<file path="src/rtl/pfa_pkg.sv">
// shared constants, types and helper functions of the page frame allocator
package pfa_pkg;

   localparam int NUM_FRAMES  = 1024;
   localparam int FRAME_BYTES = 4096;
   localparam int FB_SHIFT    = $clog2(FRAME_BYTES);
   localparam int WORD_BITS   = 32;
   localparam int BIT_W       = $clog2(WORD_BITS);
   localparam int NUM_WORDS   = (NUM_FRAMES + WORD_BITS - 1) / WORD_BITS;
   localparam int WIDX_W      = (NUM_WORDS > 1) ? $clog2(NUM_WORDS) : 1;
   localparam int COUNT_W     = $clog2(NUM_FRAMES + 1);
   localparam int FREE_W      = 11;
   localparam int CSR_ADDR_W  = 4;
   localparam logic [63:0] VIRT_BASE_RESET = 64'hffff_0000_0000_0000;

   typedef enum logic [1:0] {
      OP_ALLOC = 2'd0,
      OP_FREE  = 2'd1,
      OP_COUNT = 2'd2,
      OP_XLATE = 2'd3
   } pfa_op_type;

   typedef enum logic [1:0] {
      ST_OK        = 2'd0,
      ST_NONE_FREE = 2'd1,
      ST_NO_MATCH  = 2'd2
   } pfa_status_type;

   typedef enum logic {
      REG_PHYS_BASE = 1'b0,
      REG_VIRT_BASE = 1'b1
   } pfa_reg_type;

   typedef enum logic [2:0] {
      S_IDLE,
      S_SUB,
      S_CHECK,
      S_FREE_RD,
      S_FREE_WR,
      S_SCAN,
      S_DONE
   } pfa_state_type;

   typedef struct packed {
      pfa_op_type  op;
      logic [63:0] address;
   } pfa_req_type;

   typedef struct packed {
      logic [63:0]       result_address;
      logic [FREE_W-1:0] free_frames;
      pfa_status_type    status;
   } pfa_rsp_type;

   typedef struct packed {
      logic load;
      logic sub;
      logic check;
      logic free_rd;
      logic free_wr;
      logic scan;
      logic emit;
   } pfa_cmd_type;

   typedef struct packed {
      pfa_op_type op;
      logic       none_free;
      logic       match;
      logic       found;
      logic       out_free;
   } pfa_sts_type;

   // bits past the end of the pool read as used
   function automatic logic [WORD_BITS-1:0] pad_mask(input logic [WIDX_W-1:0] word);
      logic [WORD_BITS-1:0] pad;
      for (int b = 0; b < WORD_BITS; b++) begin
         pad[b] = (int'(word) * WORD_BITS + b) >= NUM_FRAMES;
      end
      return pad;
   endfunction

endpackage

</file>
<file path="src/rtl/page_frame_allocator_core.sv">
// First-fit page frame allocator over a pool of NUM_FRAMES frames of FRAME_BYTES each,
// tracked by a used bitmap held in a 32-bit-wide memory that reset marks all free.
// One request is handled at a time; a finished result waits in an output register,
// so the next request beat is taken while the previous result is still stalled.
// Allocation scans the bitmap from word 0 up to the word that holds the lowest free
// frame, reading one bitmap word per cycle through the memory read port; an empty pool
// skips the scan. A free that matches no frame ends without the bitmap write. A result
// that finds the output register still stalled waits in the final state. No clearing
// pass after reset. Registers sit at byte address 0 (physical base of frame 0) and
// 8 (kernel virtual base).
module page_frame_allocator_core (
   input  logic                            clock,
   input  logic                            reset,
   input  logic                            req_valid,
   output logic                            req_stall,
   input  pfa_pkg::pfa_req_type            req_payload,
   output logic                            rsp_valid,
   input  logic                            rsp_stall,
   output pfa_pkg::pfa_rsp_type            rsp_payload,
   input  logic                            csr_psel,
   input  logic                            csr_penable,
   input  logic                            csr_pwrite,
   input  logic [pfa_pkg::CSR_ADDR_W-1:0]  csr_paddr,
   input  logic [63:0]                     csr_pwdata,
   output logic [63:0]                     csr_prdata,
   output logic                            csr_pready
);
   import pfa_pkg::*;

   logic [63:0] phys_base;
   logic [63:0] virt_base;
   pfa_cmd_type cmd;
   pfa_sts_type sts;

   pfa_csr u_csr (
      .clock       (clock),
      .reset       (reset),
      .csr_psel    (csr_psel),
      .csr_penable (csr_penable),
      .csr_pwrite  (csr_pwrite),
      .csr_paddr   (csr_paddr),
      .csr_pwdata  (csr_pwdata),
      .csr_prdata  (csr_prdata),
      .csr_pready  (csr_pready),
      .phys_base   (phys_base),
      .virt_base   (virt_base)
   );

   pfa_ctrl u_ctrl (
      .clock     (clock),
      .reset     (reset),
      .req_valid (req_valid),
      .req_stall (req_stall),
      .sts       (sts),
      .cmd       (cmd)
   );

   pfa_dpath u_dpath (
      .clock       (clock),
      .reset       (reset),
      .req_payload (req_payload),
      .phys_base   (phys_base),
      .virt_base   (virt_base),
      .cmd         (cmd),
      .sts         (sts),
      .rsp_stall   (rsp_stall),
      .rsp_valid   (rsp_valid),
      .rsp_payload (rsp_payload)
   );

endmodule

</file>
<file path="src/rtl/pfa_csr.sv">
// configuration registers: pool physical base and kernel virtual base
module pfa_csr (
   input  logic                            clock,
   input  logic                            reset,
   input  logic                            csr_psel,
   input  logic                            csr_penable,
   input  logic                            csr_pwrite,
   input  logic [pfa_pkg::CSR_ADDR_W-1:0]  csr_paddr,
   input  logic [63:0]                     csr_pwdata,
   output logic [63:0]                     csr_prdata,
   output logic                            csr_pready,
   output logic [63:0]                     phys_base,
   output logic [63:0]                     virt_base
);
   import pfa_pkg::*;

   logic [63:0] phys_base_ff, phys_base_in;
   logic [63:0] virt_base_ff, virt_base_in;
   logic        wr_en;
   pfa_reg_type reg_sel;

   assign wr_en   = csr_psel && csr_penable && csr_pwrite;
   assign reg_sel = pfa_reg_type'(csr_paddr[CSR_ADDR_W-1]);

   always_comb begin
      phys_base_in = phys_base_ff;
      virt_base_in = virt_base_ff;
      if (wr_en) begin
         unique case (reg_sel)
            REG_PHYS_BASE: phys_base_in = csr_pwdata;
            REG_VIRT_BASE: virt_base_in = csr_pwdata;
            default: ;
         endcase
      end
   end

   always_ff @(posedge clock) begin
      if (reset) begin
         phys_base_ff <= '0;
         virt_base_ff <= VIRT_BASE_RESET;
      end else begin
         phys_base_ff <= phys_base_in;
         virt_base_ff <= virt_base_in;
      end
   end

   always_comb begin
      unique case (reg_sel)
         REG_PHYS_BASE: csr_prdata = phys_base_ff;
         REG_VIRT_BASE: csr_prdata = virt_base_ff;
         default:       csr_prdata = '0;
      endcase
   end

   assign csr_pready = 1'b1;
   assign phys_base  = phys_base_ff;
   assign virt_base  = virt_base_ff;

endmodule

</file>
<file path="src/rtl/pfa_ctrl.sv">
// controller state machine: sequences one request through the datapath
module pfa_ctrl (
   input  logic                  clock,
   input  logic                  reset,
   input  logic                  req_valid,
   output logic                  req_stall,
   input  pfa_pkg::pfa_sts_type  sts,
   output pfa_pkg::pfa_cmd_type  cmd
);
   import pfa_pkg::*;

   pfa_state_type state_ff, state_in;

   always_comb begin
      state_in = state_ff;
      unique case (state_ff)
         S_IDLE: begin
            if (req_valid) state_in = S_SUB;
         end
         S_SUB: begin
            unique case (sts.op)
               OP_ALLOC: state_in = sts.none_free ? S_DONE : S_SCAN;
               OP_COUNT: state_in = S_DONE;
               OP_FREE,
               OP_XLATE: state_in = S_CHECK;
               default:  state_in = S_DONE;
            endcase
         end
         S_CHECK: begin
            state_in = (sts.op == OP_XLATE) ? S_DONE : S_FREE_RD;
         end
         S_FREE_RD: begin
            state_in = sts.match ? S_FREE_WR : S_DONE;
         end
         S_FREE_WR: begin
            state_in = S_DONE;
         end
         S_SCAN: begin
            if (sts.found) state_in = S_DONE;
         end
         S_DONE: begin
            if (sts.out_free) state_in = S_IDLE;
         end
         default: state_in = S_IDLE;
      endcase
   end

   always_comb begin
      cmd       = '0;
      req_stall = 1'b1;
      unique case (state_ff)
         S_IDLE: begin
            req_stall = 1'b0;
            cmd.load  = req_valid;
         end
         S_SUB:     cmd.sub     = 1'b1;
         S_CHECK:   cmd.check   = 1'b1;
         S_FREE_RD: cmd.free_rd = 1'b1;
         S_FREE_WR: cmd.free_wr = 1'b1;
         S_SCAN:    cmd.scan    = 1'b1;
         S_DONE:    cmd.emit    = sts.out_free;
         default: ;
      endcase
   end

   always_ff @(posedge clock) begin
      if (reset) begin
         state_ff <= S_IDLE;
      end else begin
         state_ff <= state_in;
      end
   end

endmodule

</file>
<file path="src/rtl/pfa_dpath.sv">
// datapath: request registers, address arithmetic, used bitmap memory and result register
module pfa_dpath (
   input  logic                  clock,
   input  logic                  reset,
   input  pfa_pkg::pfa_req_type  req_payload,
   input  logic [63:0]           phys_base,
   input  logic [63:0]           virt_base,
   input  pfa_pkg::pfa_cmd_type  cmd,
   output pfa_pkg::pfa_sts_type  sts,
   input  logic                  rsp_stall,
   output logic                  rsp_valid,
   output pfa_pkg::pfa_rsp_type  rsp_payload
);
   import pfa_pkg::*;

   // used bitmap, one 32-frame word per row
   logic [WORD_BITS-1:0] mem [NUM_WORDS];

   pfa_op_type           op_ff, op_in;
   logic [63:0]          addr_ff, addr_in;
   logic [63:0]          pa_ff, pa_in;
   logic [63:0]          off_ff, off_in;
   logic [63:0]          res_ff, res_in;
   pfa_status_type       st_ff, st_in;
   logic [COUNT_W-1:0]   count_ff, count_in;
   logic [WIDX_W-1:0]    ptr_ff, ptr_in;
   logic [WIDX_W-1:0]    rd_ptr_ff, rd_ptr_in;
   logic                 rd_pend_ff, rd_pend_in;
   logic                 rd_vld_ff, rd_vld_in;
   logic [NUM_WORDS-1:0] row_vld_ff, row_vld_in;
   logic                 rsp_valid_ff, rsp_valid_in;
   pfa_rsp_type          rsp_ff, rsp_in;
   logic [WORD_BITS-1:0] rd_data_ff;

   logic [WIDX_W-1:0]       word_sel;
   logic [BIT_W-1:0]        bit_sel;
   logic [WIDX_W-1:0]       rd_addr;
   logic [WORD_BITS-1:0]    word_raw;
   logic [WORD_BITS-1:0]    word_inv;
   logic [WORD_BITS-1:0]    low_oh;
   logic [BIT_W-1:0]        low_bit;
   logic                    found;
   logic [63:0]             scan_addr;
   logic [WORD_BITS-1:0]    free_mask;
   logic                    free_hit;
   logic                    xl_in_range;
   logic [63:0]             xl_addr;
   logic                    match;
   logic                    none_free;
   logic                    out_free;
   logic                    wr_en;
   logic [WORD_BITS-1:0]    wr_data;

   assign word_sel = off_ff[FB_SHIFT + BIT_W +: WIDX_W];
   assign bit_sel  = off_ff[FB_SHIFT +: BIT_W];
   assign rd_addr  = cmd.scan ? ptr_ff : word_sel;

   // rows never written since reset read as all free
   assign word_raw = rd_vld_ff ? rd_data_ff : '0;
   assign word_inv = ~(word_raw | pad_mask(rd_ptr_ff));
   assign low_oh   = word_inv & (~word_inv + WORD_BITS'(1));
   assign found    = rd_pend_ff && (word_inv != '0);

   always_comb begin
      low_bit = '0;
      for (int b = 0; b < WORD_BITS; b++) begin
         if (low_oh[b]) low_bit = low_bit | BIT_W'(b);
      end
   end

   assign scan_addr = phys_base + (64'({rd_ptr_ff, low_bit}) << FB_SHIFT);

   assign free_mask = WORD_BITS'(1) << bit_sel;
   assign free_hit  = |(word_raw & free_mask);

   assign xl_in_range = (pa_ff >> FB_SHIFT) < 64'(NUM_FRAMES);
   assign xl_addr     = phys_base + (pa_ff & ~64'(FRAME_BYTES - 1));

   assign match = (off_ff[FB_SHIFT-1:0] == '0) && ((off_ff >> FB_SHIFT) < 64'(NUM_FRAMES));

   assign none_free = (count_ff == '0);
   assign out_free  = !rsp_valid_ff || !rsp_stall;

   assign wr_en   = (cmd.scan && found) || cmd.free_wr;
   assign wr_data = cmd.free_wr ? (word_raw & ~free_mask) : (word_raw | low_oh);

   always_comb begin
      op_in        = op_ff;
      addr_in      = addr_ff;
      pa_in        = pa_ff;
      off_in       = off_ff;
      res_in       = res_ff;
      st_in        = st_ff;
      count_in     = count_ff;
      ptr_in       = ptr_ff;
      rd_ptr_in    = rd_ptr_ff;
      rd_pend_in   = cmd.scan;
      rd_vld_in    = rd_vld_ff;
      row_vld_in   = row_vld_ff;
      rsp_valid_in = rsp_valid_ff;
      rsp_in       = rsp_ff;

      if (cmd.load) begin
         op_in   = req_payload.op;
         addr_in = req_payload.address;
         res_in  = '0;
         st_in   = ST_OK;
      end
      if (cmd.sub) begin
         pa_in  = addr_ff - virt_base;
         ptr_in = '0;
         if (op_ff == OP_ALLOC && none_free) st_in = ST_NONE_FREE;
      end
      if (cmd.check) begin
         off_in = pa_ff - phys_base;
         if (op_ff == OP_XLATE) begin
            if (xl_in_range) res_in = xl_addr;
            else             st_in  = ST_NO_MATCH;
         end
      end
      if (cmd.scan || cmd.free_rd) begin
         rd_ptr_in = rd_addr;
         rd_vld_in = row_vld_ff[rd_addr];
      end
      if (cmd.free_rd && !match) st_in = ST_NO_MATCH;
      if (cmd.scan) begin
         ptr_in = ptr_ff + WIDX_W'(1);
         if (found) begin
            res_in   = scan_addr;
            count_in = count_ff - COUNT_W'(1);
         end
      end
      if (cmd.free_wr && free_hit) count_in = count_ff + COUNT_W'(1);
      if (wr_en) row_vld_in[rd_ptr_ff] = 1'b1;

      if (cmd.emit) begin
         rsp_valid_in          = 1'b1;
         rsp_in.result_address = res_ff;
         rsp_in.free_frames    = FREE_W'(count_ff);
         rsp_in.status         = st_ff;
      end else if (!rsp_stall) begin
         rsp_valid_in = 1'b0;
      end
   end

   always_ff @(posedge clock) begin
      if (reset) begin
         count_ff     <= COUNT_W'(NUM_FRAMES);
         rd_pend_ff   <= 1'b0;
         row_vld_ff   <= '0;
         rsp_valid_ff <= 1'b0;
      end else begin
         count_ff     <= count_in;
         rd_pend_ff   <= rd_pend_in;
         row_vld_ff   <= row_vld_in;
         rsp_valid_ff <= rsp_valid_in;
      end
      op_ff     <= op_in;
      addr_ff   <= addr_in;
      pa_ff     <= pa_in;
      off_ff    <= off_in;
      res_ff    <= res_in;
      st_ff     <= st_in;
      ptr_ff    <= ptr_in;
      rd_ptr_ff <= rd_ptr_in;
      rd_vld_ff <= rd_vld_in;
      rsp_ff    <= rsp_in;
   end

   always_ff @(posedge clock) begin
      if (wr_en) mem[rd_ptr_ff] <= wr_data;
      rd_data_ff <= mem[rd_addr];
   end

   assign sts.op        = op_ff;
   assign sts.none_free = none_free;
   assign sts.match     = match;
   assign sts.found     = found;
   assign sts.out_free  = out_free;

   assign rsp_valid   = rsp_valid_ff;
   assign rsp_payload = rsp_ff;

endmodule

</file>
<file path="config.mk">
export PLATFORM = sky130hd
export DESIGN_NAME = page_frame_allocator_core
export DESIGN_NICKNAME = d
export VERILOG_FILES = /design/src/rtl/pfa_pkg.sv /design/src/rtl/page_frame_allocator_core.sv /design/src/rtl/pfa_csr.sv /design/src/rtl/pfa_ctrl.sv /design/src/rtl/pfa_dpath.sv
export SDC_FILE = /design/constraint.sdc
export NUM_CORES = 2
export LEC_CHECK = 0
export BUFFER_PORTS_ARGS = -buffer_cell sky130_fd_sc_hd__buf_2
export CAP_MARGIN = 20
export CORE_MARGIN = 2
export CORE_UTILIZATION = 45
export DETAILED_ROUTE_END_ITERATION = 16
export GPL_ROUTABILITY_DRIVEN = 0
export GPL_TIMING_DRIVEN = 0
export PLACE_DENSITY_LB_ADDON = 0.15
export SLEW_MARGIN = 20
export SYNTH_ARGS = -nofsm -noshare
export SYNTH_HDL_FRONTEND = slang
export SYNTH_SLANG_ARGS = --single-unit
export TNS_END_PERCENT = 20
</file>
<file path="constraint.sdc">
create_clock -name clock -period 7.7 [get_ports clock]
set_input_delay 0.77 -clock clock [delete_from_list [all_inputs] [get_ports clock]]
set_output_delay 0.77 -clock clock [all_outputs]
set_load 0.005 [all_outputs]
</file>
# == Word level (Yosys, flattened, before mapping) ==
# Memory sizes are Yosys's and may differ from the RTL's. A register that Yosys moved wholly into a read port is not among the register bits.
# Cells that the tools add are included.
# word_totals
reg_bits,524
ram_bits,1024
inputBits,141
output_inout_bits,144
elab_cells,245
n_memories,1
# op_classes
addsub,39
order_cmp,37
n_eq_ne,15
shift,1
n_mux,94
bitwise,10
n_reduce_logical,29
# mem_list
name,depth,word_bits,read_ports,rd_clocked_by_memory_dff,write_ports,line_no,text
u_dpath.mem,32,32,1,1,1,pfa_dpath.sv:17,logic [WORD_BITS-1:0] mem [NUM_WORDS];
# ops
cell,n
32-bit by 12-bit greater-or-equal comparator with 1-bit output (second input constant),31
64-bit 2-to-1 mux,14
10-bit by 5-bit adder with 11-bit output (second input constant),16
64-bit case mux with 2 select lines,1
64-bit subtractor,2
52-bit by 11-bit < comparator with 1-bit output (second input constant),2
32-bit bitwise AND,3
32-bit inverter,3
32-bit bitwise OR,3
5-bit 2-to-1 mux,19
10-bit by 4-bit adder with 11-bit output (second input constant),8
64-bit by 22-bit adder with 64-bit output,1
64-bit adder,1
32-bit 2-to-1 mux,2
10-bit by 3-bit adder with 11-bit output (second input constant),4
11-bit 2-to-1 mux,4
3-bit 2-to-1 mux,12
32-bit by 1-bit adder with 32-bit output (second input constant),1
4-bit 2-to-1 mux,8
32-bit nonzero test,1
32-bit OR reduction,1
1-bit by 5-bit left shift with 32-bit output (first input constant),1
2-bit 2-to-1 mux,14
10-bit by 2-bit adder with 11-bit output (second input constant),2
other kinds (31),71

# == Logic depth before layout (Yosys ltp) ==
# logic_depth
word_depth,42
depth_mapped,25
ltp_nobuf,21

# == Hierarchy ==
# A second synthesis with hierarchy kept.
# hier_totals
cells_unflattened,6739
area_unflattened_um2,74250.0
# modules_own_cells
mod,n_inst,cells_each,area_per_inst_um2,seq_area_each_um2
pfa_dpath,1,6122,67833.8,42080.4
pfa_csr,1,577,6103.4,2562.5
pfa_ctrl,1,40,312.8,60.1

# == Worst setup path before layout ==
# No wires, ideal clock.
# synth_path
path_kind,reg-to-reg
startpoint,register u_ctrl.state_ff[1]
endpoint,register u_dpath.res_ff[23]
setup_ns,0.074
t_arrival_ns,5.448
required_ns,7.626
slack_ns,2.177
stages_incl_launch_ff,10
n_path_buf,3
synth_period_minus_slack_ns,5.523
cell_sequence,dfxtp_1 -> clkbuf_1 -> nor2b_1 -> nor2b_1 -> nand3_1 -> nor4_1 -> clkbuf_1 -> clkbuf_1 -> nand2_1 -> a31oi_1
# synth_between
elab_chain_len,12
elab_cells_between_ends,16
classes_between,eq/ne (2); mux (13); reduce/logical (1)
# synth_lines
item,line_no,text
from (decl),pfa_ctrl.sv:12,"pfa_state_type state_ff, state_in;"
from (signal assigned),pfa_ctrl.sv:70,state_ff <= state_in;
3-bit logical NOT,pfa_ctrl.sv:51,unique case (state_ff)
1-bit 2-to-1 mux,pfa_ctrl.sv:51,
64-bit 2-to-1 mux,pfa_dpath.sv:103,if (cmd.load) begin
64-bit 2-to-1 mux,pfa_dpath.sv:117,if (xl_in_range) res_in = xl_addr;
64-bit 2-to-1 mux,pfa_dpath.sv:116,if (op_ff == OP_XLATE) begin
64-bit 2-to-1 mux,pfa_dpath.sv:114,if (cmd.check) begin
64-bit 2-to-1 mux,pfa_dpath.sv:116,
64-bit 2-to-1 mux (2 in a row),pfa_dpath.sv:114,
64-bit 2-to-1 mux,pfa_dpath.sv:128,if (found) begin
64-bit 2-to-1 mux,pfa_dpath.sv:126,if (cmd.scan) begin
64-bit 2-to-1 mux *,pfa_dpath.sv:126,
via u_dpath.res_in[23],pfa_dpath.sv:23,"logic [63:0] res_ff, res_in;"
to (signal assigned),pfa_dpath.sv:162,res_ff <= res_in;
to (decl),pfa_dpath.sv:23,
# The timed path passes the listed nets; every way through them passes the cells marked *. The select of a mux whose other input is x is not followed.
# A chain may end at the register's enable or synchronous reset.

# == Worst setup path in the final report ==
# layout_path
startpoint,register u_dpath.rd_vld_ff
endpoint,register u_dpath.res_ff[58]
# layout_between
elab_chain_len,41
elab_cells_between_ends,43
classes_between,add/sub (2); mux (35); bitwise (4); reduce/logical (2)
# layout_lines
item,line_no,text
from (decl),pfa_dpath.sv:29,"logic rd_vld_ff, rd_vld_in;"
from (signal assigned),pfa_dpath.sv:166,rd_vld_ff <= rd_vld_in;
32-bit 2-to-1 mux *,pfa_dpath.sv:59,assign word_raw = rd_vld_ff ? rd_data_ff : '0;
32-bit bitwise OR *,pfa_dpath.sv:60,assign word_inv = ~(word_raw | pad_mask(rd_ptr_ff));
32-bit inverter *,pfa_dpath.sv:60,
32-bit inverter,pfa_dpath.sv:61,assign low_oh = word_inv & (~word_inv + WORD_BITS'(1));
32-bit by 1-bit adder with 32-bit output,pfa_dpath.sv:61,
32-bit bitwise AND,pfa_dpath.sv:61,
1-bit 2-to-1 mux,pfa_dpath.sv:67,if (low_oh[b]) low_bit = low_bit | BIT_W'(b);
2-bit 2-to-1 mux (2 in a row),pfa_dpath.sv:67,
3-bit 2-to-1 mux (4 in a row),pfa_dpath.sv:67,
4-bit 2-to-1 mux (8 in a row),pfa_dpath.sv:67,
5-bit 2-to-1 mux (16 in a row),pfa_dpath.sv:67,
64-bit by 22-bit adder with 64-bit output,pfa_dpath.sv:71,"assign scan_addr = phys_base + (64'({rd_ptr_ff, low_bit}) << FB_SHIFT);"
64-bit 2-to-1 mux *,pfa_dpath.sv:128,
64-bit 2-to-1 mux * (2 in a row),pfa_dpath.sv:126,
via u_dpath.res_in[58],pfa_dpath.sv:23,
# Marked as above.

==> key figures <==
Cells and area
  – Sequential Area: around 45000 um^2
  – Finished Cell Area: 85700 um^2
  – Layout cell share with drive strength beyond 1: 0.0961
  – # fillers: 14300
  – Multi-input gate area: 26800 um^2
  – Final std cells w/o fill: around 9800
  – Nets: 7793
  – Layout Area Growth over Synthesis: 16.7%

Clock tree
  – Clock Sinks: approximately 1600
  – CTS tree: built
  – # H-tree levels: 4
  – Clk pin slew, worst setup/hold paths: approximately 60 ps
  – CTS Buf Count: roughly 170
  – Clock Latency Late Sink: 850 ps
  – Root Driver: clkbuf_16
  – Max Root-Sink Buffers: 3

Synth
  – Seq/Total Area, Yosys: 0.609
  – Synth unique cells: 86
  – #FFs+latches synth: between 1500 and 2000
  – Most used DFF post-synth: edfxtp_1
  – Post-Syn Nets: a little over 7000
  – Gate Count Post-Synth: between 6000 and 7000
  – Avg Cell Area, Syn: 10.6 um^2
  – Number of synthesized flops with an enable pin: 1306
  – Ys async rst share: 0
  – Synthesized area: approximately 73000 um^2
  – Synth warn: 0

STA
  – Hold Vio Cnt, Final: 0
  – Period utilization: 0.929
  – Slew HR: 0.110
  – Max Transition Viols Final: 0
  – Setup-failing EPs final: 0
  – Fmax: between 100 and 150 MHz
  – Slew @ Worst Pin: roughly 1300 ps
  – RSZ-0062 raised after global routing: no
  – Final Skew: between 60 and 70 ps
  – Min Tclk post-route: 7150 ps
  – Setup slack after layout: between 500 and 600 ps

Worst setup path
  – Worst setup EP type: register
  – Worst-path fanout max: 10
  – Critical Path RT: ~8400 ps
  – Worst path arrival time: between 7000 and 8000 ps
  – Crit Path Category: register to register
  – Worst Reg-to-Reg Cells: 25
  – Startpoint Class: register

Run
  – Max-cap violations: 0

Power and ir drop
  – VDD IR-drop max: between 0.2 and 0.3 mV
  – Leak: 30.6 nW
  – PD cells: roughly 340 nW/um^2

Die
  – Top Ports: 285
  – Core footprint: roughly 160000 um^2
  – Die extent in x: 408 um
  – Die Ht: between 400 and 500 um
  – Die area: 166000 um^2
  – Initial Utilization: 0.452
  – Row cnt: about 150

Route
  – DRT antenna net count: 0
  – DR iter-0 viols: ~7400
  – DR vias: around 58000
  – Routed length on met1: between 100 and 150 mm
  – Top sig layer: met5
  – Drt pass-1 iters: 7
  – Routed Wire Length: ~250 mm
  – DR WL/cell: around 25 um
  – Drt drc: 0
  – Via-per-instance ratio: between 5 and 6
  – WL met2: ~110 mm
  – Met3 wirelength from detailed routing: ~24 mm

Place
  – Estimated wirelength of the detail-placed design: between 150 and 200 mm
  – Input/output buffers: 279
  – Placed Area: roughly 80000 um^2
  – Cells after DPL: roughly 9500
  – Worst slack at placement: between 400 and 500 ps

Global route
  – Initial antenna violation count: 11
  – First-pass GRT wire length: ~360 mm
  – Number of global-route vias before repair: approximately 54000
  – GRT Residual Overflow: 0
  – Total global routing track utilization: 0.288
  – Largest net degree at the start of global routing: 40

Min path
  – Min-delay worst type: primary input to register
  – Hold Path Depth: 1

Status
  – Status: finished, final reports clean
## Yosys cell counts, drive strengths merged (11+ instances only)
cell type | number | area share
or3 | 14 | 0.0012
nand2b | 25 | 0.0021
xnor2 | 172 | 0.021
nand2 | 1564 | 0.080
nor3 | 71 | 0.0050
a311oi | 187 | 0.022
a21oi | 427 | 0.029
or4 | 13 | 0.0014
o31ai | 26 | 0.0027
nand3 | 625 | 0.043
nand4 | 57 | 0.0049
edfxtp | 1306 | 0.53
o21bai | 60 | 0.0061
a221oi | 17 | 0.0020
nor2 | 343 | 0.018
inv | 233 | 0.012
nor2b | 35 | 0.0030
clkbuf | 383 | 0.020
a211oi | 16 | 0.0016
xor2 | 49 | 0.0058
a211o | 21 | 0.0025
a31oi | 71 | 0.0061
o211ai | 24 | 0.0025
dfxtp | 274 | 0.075
a22oi | 19 | 0.0019
o21ba | 11 | 0.0015
o21ai | 204 | 0.014
a21o | 97 | 0.0099
o21a | 20 | 0.0020
nor4 | 53 | 0.0045
buf | 38 | 0.0026
mux2i | 18 | 0.0025
ha | 197 | 0.034
and3 | 94 | 0.0080
and2 | 15 | 0.0013
## sequential cells by signal, indices dropped and copies added (netlist names), 11 cells and up
register,count
u_csr.phys_base,64
u_csr.virt_base,64
u_dpath.addr_ff,64
u_dpath.count_ff,11
u_dpath.mem,1024
u_dpath.off_ff,64
u_dpath.pa_ff,64
u_dpath.rd_data_ff,32
u_dpath.res_ff,64
u_dpath.row_vld_ff,32
u_dpath.rsp_payload,77
## per-layer routing
| layer | vias to the layer above | global-route usage |
|---|---|---|
| met5 | - | 0 |
| met4 | 4 | 0.113 |
| met3 | 592 | 0.0768 |
| met2 | 2701 | 0.445 |
| met1 | 28400 | 0.386 |
| li1 | 26200 | - |
## repair_timing
action,in CTS,in global routing
gates resized for setup,0,2
endpoints found under the setup margin,0,2
hold buffers,0,0
setup buffers,0,0
## stage by stage
stage          utilization  hold slack [ps]  TNS, ps  power [mW]
2_1_floorplan            -              400        0        16.4
3_3_place_gp         0.477              418   -70690        20.1
3_5_place_dp         0.492              417        0        20.6
4_1_cts              0.527             64.4        0        29.0
5_1_grt              0.527             73.2        0        30.2
6_report             0.527              110        0        29.2
## placed cells by master (no fill, tap or decap), drive strengths merged, types with 26 or more instances in the layout
cell	n
a311oi	187
a21oi	427
nand3	625
o31ai	26
nand2	1564
xor2	49
nor2b	35
buf	389
o21bai	60
a21o	97
dfxtp	274
and3	94
xnor2	172
nor2	343
clkbuf	597
o21ai	204
nor4	53
edfxtp	1306
nand4	57
nor3	71
ha	197
inv	241
a31oi	71
clkinv	63
## worst max-delay path, cell delays in order, from the launching register on
cell and delay [ps]:
edfxtp_1 350, buf_4 200, nand2_2 120, or4_1 510, clkbuf_1 210, or4b_1 570
clkbuf_1 260, or2_2 370, nor3_1 310, nand4_1 320, nand2b_1 300, nand3_1 230
ha_1 220, inv_1 50, fa_1 410, nor2b_1 120, o21ai_0 120, a21oi_1 210
o21ai_0 220, o21ai_0 510, clkbuf_2 460, nand2_1 250, nor3_1 340, xnor2_1 110
a22oi_1 140, nand3_1 80
## logic make-up (layout without fill, tap and decap cells)
family                     count (synthesis)  count (layout)  share of synthesized area
AOI/OAI and AO/OA                       1290            1290                      0.115
muxes                                     23              23                    0.00353
DFF                                     1580            1580                      0.609
and+or+nand+nor                         2955            2955                      0.177
adders and majority gates                202             202                     0.0349
xor gates and xnor gates                 221             221                     0.0264
other                                      1               3                  0.0000511
buffers and inverters                    656            1315                     0.0342
## worst paths after layout
path / endpoint / startpoint / slack (ps)
max reg2reg: u_dpath.res_ff[58]$_DFF_P_ / u_dpath.rd_vld_ff$_DFFE_PP_ / 550
min reg2reg: u_dpath.rsp_payload[15]$_DFFE_PP_ / u_dpath.res_ff[2]$_DFF_P_ / 430
max: u_dpath.res_ff[58]$_DFF_P_ / u_dpath.rd_vld_ff$_DFFE_PP_ / 550
min: u_dpath.addr_ff[32]$_DFFE_PP_ / req_payload[32] / 110
## final cells by class
| type | count | area share |
|---|---|---|
| Multi-Input combinational cell | 4692 | 0.313 |
| Antenna cell | 2 | 0.0000584 |
| Sequential cell | 1580 | 0.522 |
| Buffer | 421 | 0.0191 |
| Inverter | 235 | 0.0103 |
| Clock inverter | 94 | 0.0132 |
| Clock buffer | 214 | 0.0533 |
| Timing Repair Buffer | 351 | 0.0370 |
| Tap cell | 2175 | 0.0318 |
## where the power goes
part / total, mW / switching [mW] / internal (mW)
logic: 9.69 / 6.90 / 2.79
registers: 11.1 / 0.495 / 10.6
clock network: 8.39 / 3.53 / 4.86
(Power assumes the default switching activity.)
